<file path="config.mk">
export PLATFORM = sky130hd
export DESIGN_NAME = adc_frame_unpack_trigger_detect
export DESIGN_NICKNAME = d
export VERILOG_FILES = /design/src/design/adcf_pkg.sv /design/src/design/adcf_trig_cell.sv /design/src/design/adc_frame_unpack_trigger_detect.sv
export SDC_FILE = /design/constraint.sdc
export NUM_CORES = 1
export LEC_CHECK = 0
export ABC_CLOCK_PERIOD_IN_PS = 3050
export BUFFER_PORTS_ARGS = -buffer_cell sky130_fd_sc_hd__buf_2
export CAP_MARGIN = 5
export CORE_AREA = 2 2 115 117
export DETAILED_ROUTE_END_ITERATION = 8
export DIE_AREA = 0 0 117 119
export HOLD_SLACK_MARGIN = 0.02
export PLACE_DENSITY = 0.79
export SETUP_SLACK_MARGIN = 0.2
export SLEW_MARGIN = 10
export SYNTH_ARGS = -nofsm -noshare
export SYNTH_HDL_FRONTEND = slang
export SYNTH_SLANG_ARGS = --single-unit
export TNS_END_PERCENT = 50
</file>
<file path="constraint.sdc">
create_clock -name clk_i -period 3.05 [get_ports clk_i]
set_clock_uncertainty 0.05 [all_clocks]
set_input_delay 0.305 -clock clk_i [delete_from_list [all_inputs] [get_ports clk_i]]
set_output_delay 0.305 -clock clk_i [all_outputs]
set_load 0.005 [all_outputs]
</file>
<file path="src/design/adcf_pkg.sv">
`timescale 1ns / 1ps
`default_nettype none
// ----------------------------------------------------------------------------
// adcf_pkg
// Shared types and constants for the converter frame unpacker and the
// per-channel hysteresis trigger.
// ----------------------------------------------------------------------------
package adcf_pkg;

  localparam int NUM_CHANNELS = 4;
  localparam int SAMPLE_BITS  = 14;
  localparam int THRESH_BITS  = 14;
  localparam int WORD_BITS    = 32;
  localparam int CFG_IDX_BITS = 1;
  localparam int CH_BITS      = 2;   // bank bit plus lane bit

  typedef logic signed [SAMPLE_BITS-1:0] sample_t;
  typedef logic signed [THRESH_BITS-1:0] thresh_t;
  typedef logic [CH_BITS-1:0]            chan_t;

  typedef enum logic [CFG_IDX_BITS-1:0] {
    REG_THRESH_HIGH = 1'b0,
    REG_THRESH_LOW  = 1'b1
  } cfg_reg_e;

  localparam thresh_t THRESH_HIGH_RST = THRESH_BITS'(1638);
  localparam thresh_t THRESH_LOW_RST  = THRESH_BITS'(819);

  // Current state of one channel as seen by the trigger logic.
  typedef struct packed {
    logic    armed;
    sample_t prev;
  } chan_state_t;

  // Decision of the trigger logic for one sample.
  typedef struct packed {
    logic fire;
    logic armed_d;
  } trig_res_t;

endpackage

`default_nettype wire

</file>
<file path="src/design/adcf_trig_cell.sv">
`timescale 1ns / 1ps
`default_nettype none
// ----------------------------------------------------------------------------
// adcf_trig_cell
// Hysteresis trigger decision for one channel and one new sample.
// ----------------------------------------------------------------------------
module adcf_trig_cell
  import adcf_pkg::*;
(
  input  var chan_state_t state_i,
  input  var sample_t     sample_i,
  input  var thresh_t     thresh_high_i,
  input  var thresh_t     thresh_low_i,
  output trig_res_t       res_o
);

  logic rise;

  // Fire on an unarmed channel crossing upward; otherwise disarm below low.
  assign rise = !state_i.armed && (state_i.prev < thresh_high_i)
                && (sample_i >= thresh_high_i);

  always_comb begin
    res_o.fire    = rise;
    res_o.armed_d = state_i.armed;
    if (rise) begin
      res_o.armed_d = 1'b1;
    end else if (sample_i < thresh_low_i) begin
      res_o.armed_d = 1'b0;
    end
  end

endmodule

`default_nettype wire

</file>
<file path="src/design/adc_frame_unpack_trigger_detect.sv">
`timescale 1ns / 1ps
`default_nettype none
// ----------------------------------------------------------------------------
// adc_frame_unpack_trigger_detect
// Unpacks dual-channel converter words and runs a hysteresis trigger per
// channel.
// ----------------------------------------------------------------------------
// Usage:
//   Input channel (in_valid_i / in_stall_o) carries one item per received
//   32-bit word plus its bank bit. The word packs two 14-bit samples in bits
//   31:18 and 17:4; they belong to channels 2*bank and 2*bank+1.
//   Output channel (out_valid_o / out_stall_i) carries one item per input:
//   both samples, a trigger pulse for each, and the bank echo.
//   Items pass through the input register, then the result register; one item
//   is accepted every cycle while the output is not stalled. The trigger
//   state is read and updated as an item moves from the input register to
//   the result register, so back-to-back items see each other's updates.
//   A stall on the output holds the result register; the input register then
//   holds too and in_stall_o rises once it is full.
//   Reset clears both registers' valid bits, all sample history to zero, all
//   arm bits, and loads the default thresholds (high 1638, low 819). The user
//   must write thresholds via cfg_we_i / cfg_idx_i / cfg_wdata_i only while
//   the block is idle (not enforced); index 0 = high threshold, 1 = low.
// ----------------------------------------------------------------------------
module adc_frame_unpack_trigger_detect
  import adcf_pkg::*;
(
  input  var logic                   clk_i,
  input  var logic                   rst_ni,
  // configuration
  input  var logic                   cfg_we_i,
  input  var logic [CFG_IDX_BITS-1:0] cfg_idx_i,
  input  var logic [THRESH_BITS-1:0] cfg_wdata_i,
  // input items
  input  var logic                   in_valid_i,
  output logic                       in_stall_o,
  input  var logic [WORD_BITS-1:0]   rx_word_i,
  input  var logic                   bank_i,
  // result items
  output logic                       out_valid_o,
  input  var logic                   out_stall_i,
  output sample_t                    sample_first_o,
  output sample_t                    sample_second_o,
  output logic                       trigger_first_o,
  output logic                       trigger_second_o,
  output logic                       bank_out_o
);

  // Configuration registers
  thresh_t thresh_high_q, thresh_low_q;

  always_ff @(posedge clk_i or negedge rst_ni) begin
    if (!rst_ni) begin
      thresh_high_q <= THRESH_HIGH_RST;
      thresh_low_q  <= THRESH_LOW_RST;
    end else if (cfg_we_i) begin
      unique case (cfg_reg_e'(cfg_idx_i))
        REG_THRESH_HIGH: thresh_high_q <= cfg_wdata_i;
        REG_THRESH_LOW:  thresh_low_q  <= cfg_wdata_i;
        default: ;
      endcase
    end
  end

  // Stage handshakes
  logic s1_valid_q;
  logic s2_valid_q;
  logic s2_load;
  logic s1_load;
  logic s1_move;

  assign s2_load    = !s2_valid_q || !out_stall_i;
  assign s1_move    = s1_valid_q && s2_load;
  assign in_stall_o = s1_valid_q && !s2_load;
  assign s1_load    = in_valid_i && !in_stall_o;

  // Input register
  logic [WORD_BITS-1:0] word_q;
  logic                 bank_q;

  always_ff @(posedge clk_i or negedge rst_ni) begin
    if (!rst_ni) begin
      s1_valid_q <= 1'b0;
    end else if (s1_load) begin
      s1_valid_q <= 1'b1;
    end else if (s1_move) begin
      s1_valid_q <= 1'b0;
    end
  end

  always_ff @(posedge clk_i) begin
    if (s1_load) begin
      word_q <= rx_word_i;
      bank_q <= bank_i;
    end
  end

  // Unpack the two samples; low bits below the second sample are dropped.
  sample_t samp0, samp1;
  chan_t   ch0, ch1;
  logic    ch0_ok, ch1_ok;

  assign samp0  = word_q[WORD_BITS-1 -: SAMPLE_BITS];
  assign samp1  = word_q[WORD_BITS-1-SAMPLE_BITS -: SAMPLE_BITS];
  assign ch0    = {bank_q, 1'b0};
  assign ch1    = {bank_q, 1'b1};
  assign ch0_ok = (int'(ch0) < NUM_CHANNELS);
  assign ch1_ok = (int'(ch1) < NUM_CHANNELS);

  // Per-channel trigger state
  sample_t prev_q  [NUM_CHANNELS];
  logic    armed_q [NUM_CHANNELS];

  chan_state_t st0, st1;
  trig_res_t   res0, res1;

  always_comb begin
    st0 = '0;
    st1 = '0;
    if (ch0_ok) begin
      st0.armed = armed_q[ch0];
      st0.prev  = prev_q[ch0];
    end
    if (ch1_ok) begin
      st1.armed = armed_q[ch1];
      st1.prev  = prev_q[ch1];
    end
  end

  adcf_trig_cell u_trig_first (
    .state_i       (st0),
    .sample_i      (samp0),
    .thresh_high_i (thresh_high_q),
    .thresh_low_i  (thresh_low_q),
    .res_o         (res0)
  );

  adcf_trig_cell u_trig_second (
    .state_i       (st1),
    .sample_i      (samp1),
    .thresh_high_i (thresh_high_q),
    .thresh_low_i  (thresh_low_q),
    .res_o         (res1)
  );

  // Commit channel state as the item moves into the result register.
  always_ff @(posedge clk_i or negedge rst_ni) begin
    if (!rst_ni) begin
      for (int i = 0; i < NUM_CHANNELS; i++) begin
        prev_q[i]  <= '0;
        armed_q[i] <= 1'b0;
      end
    end else if (s1_move) begin
      for (int i = 0; i < NUM_CHANNELS; i++) begin
        if (ch0_ok && (int'(ch0) == i)) begin
          prev_q[i]  <= samp0;
          armed_q[i] <= res0.armed_d;
        end else if (ch1_ok && (int'(ch1) == i)) begin
          prev_q[i]  <= samp1;
          armed_q[i] <= res1.armed_d;
        end
      end
    end
  end

  // Result register
  always_ff @(posedge clk_i or negedge rst_ni) begin
    if (!rst_ni) begin
      s2_valid_q <= 1'b0;
    end else if (s2_load) begin
      s2_valid_q <= s1_valid_q;
    end
  end

  always_ff @(posedge clk_i) begin
    if (s1_move) begin
      sample_first_o   <= samp0;
      sample_second_o  <= samp1;
      trigger_first_o  <= ch0_ok && res0.fire;
      trigger_second_o <= ch1_ok && res1.fire;
      bank_out_o       <= bank_q;
    end
  end

  assign out_valid_o = s2_valid_q;

endmodule

`default_nettype wire
</file>
==> metrics.cfg <==
[status]
status=complete, no violations

[sta]
setup_viol_count_final=0
rsz0062_at_grt=no
slew_headroom_pct=46.8
fin_crit_ns=2.67
worstMarginPinSlew_ns=0.796
timing.hold.ws_ns=0.0501
setup_slack_ns=0.382
hold_viol=0
timing.final.crit_share_pct=87.5
finalSetupTns_ns=0
slew_violations=0
max_freq_mhz=375

[route]
num_vias=5128
detail_route.wl_per_cell_microns=18.2
via_per_inst=5.60
initialDrtViolationCount=350
wirelength_microns=16700
dr.pass1.iters=4
ant_nets=0
remaining_drc_errors=0

[clocking]
clkTransAtPathRegs_ns=0.06
cts_sinks=150
root_buffer=clkbuf_16
clk_latency_ns=0.43
cts-buffers-inserted=17
cts_tree=yes
cts_buffer_depth=2
postCtsSetupRepairBufs=0
htreeDepth=4

[global_route]
grt_pass1_wl_microns=27000
grt-ovfl-total=0
gr-usage-all-layers_pct=26.1
antenna_found_initial=0
grt_max_degree=45
grt_pass1_vias=5468

[placed_design]
post-place-ws_ns=0.344
dp.cells=852
dp_hpwl_microns=11500
place_congestion=0.879
io_buffers=81

[final_layout]
fin_cells=915
layout_commonest_cell=nand2_1
n_fill_cell=881
antennaDiodeCount=0
layout_common_cells=nand2_1, ha_1, buf_2
multi_input_comb_area_sq_um=3080
syn2layout_area_growth_pct=21.5
drive_gt1_share_pct=28.7
nNetsFinal=859
register_area_sq_um=4070

[power_and_ir_drop]
cellLeakagePower_nw=4.10
powerDensity_nw_per_um2=671
ir_drop_uv=410

[worst_setup_path]
critical_path_peak_fanout=17
end_kind=register
criticalPathCategory=register to register
required_ns=3.18
start_kind=register
arrival_ns=2.80

[synth]
avgSynthCellArea_sq_um=12.2
synth_ff_type=dfrtp_1
syn_nets=734
synth_edf_count=60
yosysUniqueCellTypes=46
synthCells=601
syn_area_sq_um=7360
ys_seq_area_share_pct=55.3
ys_ff_latch=150
async_flop_share_pct=60.0
ys_warn_count=0

[run]
drv_cap=0

[floorplan]
die_width_microns=117
ioPinCount=86
die_h_microns=119
core-area_sq_um=12900
std_cell_rows=42
dieArea_sq_um=13900
initial_utilization_pct=57.2

[hold_path]
hold_path_class=primary input to register

timing repair:
action,in CTS,in global routing
endpoints found under the hold margin,69,0
hold buffers,31,0
endpoints found under the setup margin,0,3
resized for setup,0,1
stage by stage:
step | util, % | instance area, sq um | power (mW)
6_report | 69.5 | 8940 | 6.00
5_1_grt | 69.5 | 8940 | 6.31
4_1_cts | 69.4 | 8940 | 6.02
3_5_place_dp | 62.2 | 8010 | 3.83
3_3_place_gp | 62.2 | 8010 | 3.74
2_1_floorplan | - | 7360 | 3.42
power by group:
part	leakage [nW]	switching (mW)	internal [mW]
logic	2.16	0.663	0.595
clock network	0.297	0.818	1.32
registers	1.64	0.172	2.43
final cells by class:
| cell class | instances | share of cell area, % |
|---|---|---|
| Timing Repair Buffer | 124 | 9.18 |
| Clock inverter | 10 | 1.30 |
| Inverter | 37 | 1.55 |
| Tap cell | 176 | 2.46 |
| Multi-Input combinational cell | 396 | 34.5 |
| Clock buffer | 22 | 5.55 |
| Sequential cell | 150 | 45.5 |
worst max-delay path, cell delays in order, from the launching register on:
cell and delay [ns]:
edfxtp_1 0.34, buf_4 0.27, mux2_2 0.39, ha_1 0.29, nand4_1 0.10, a311oi_2 0.33
o2111ai_1 0.20, and4_1 0.19, o21ai_2 0.19, inv_1 0.06
kinds of logic (layout without fill, tap and decap cells):
group,count (synthesis),after routing,synth area share (%)
buf+inv,55,193,2.98
simple gates,159,159,9.61
flops,150,150,55.3
compound gates,85,85,7.48
fa+ha+maj,80,80,13.6
mux,72,72,11.0
cells in the mapped netlist, drive strengths merged, types with 8 or more instances:
cell type / count / area share (%)
a21o: 11 / 1.1
a21oi: 18 / 1.2
buf: 8 / 0.58
clkbuf: 10 / 0.51
dfrtp: 78 / 27
dfstp: 12 / 4.3
edfxtp: 60 / 24
ha: 80 / 14
inv: 37 / 1.9
mux2: 70 / 11
nand2: 107 / 5.5
nand4: 11 / 0.94
nor2: 12 / 0.61
nor2b: 8 / 0.68
o21ai: 26 / 1.8
registers in the layout (all words and copies together), names as in the netlist:
register	count
bank_q	1
prev_q	56
thresh_low_q	14
out_valid_o	1
thresh_high_q	14
trigger_second_o	1
sample_first_o	14
bank_out_o	1
armed_q	4
s1_valid_q	1
sample_second_o	14
trigger_first_o	1
word_q	28
path summary, 6_finish.rpt:
kind	start	cells past startpoint	end	slack, ns
worst max-delay path	bank_q	9	trigger_first_o	0.38
worst min-delay path	cfg_wdata_i[1]	3	thresh_high_q[1]	0.05
worst max register to register	bank_q	9	trigger_first_o	0.38
worst min register to register	prev_q[27]	2	prev_q[27]	0.42
max in group asynchronous	rst_ni	3	thresh_high_q[10]	1.70
min in group asynchronous	rst_ni	2	prev_q[8]	0.39
per-layer routing:
layer	wire length (microns)	vias to the layer above	global-route usage, %
li1	-	2403	-
met1	6720	2499	30.6
met2	8400	178	43.3
met3	970	48	7.53
met4	601	0	12.9
met5	0	-	0
(Power assumes the default switching activity.)
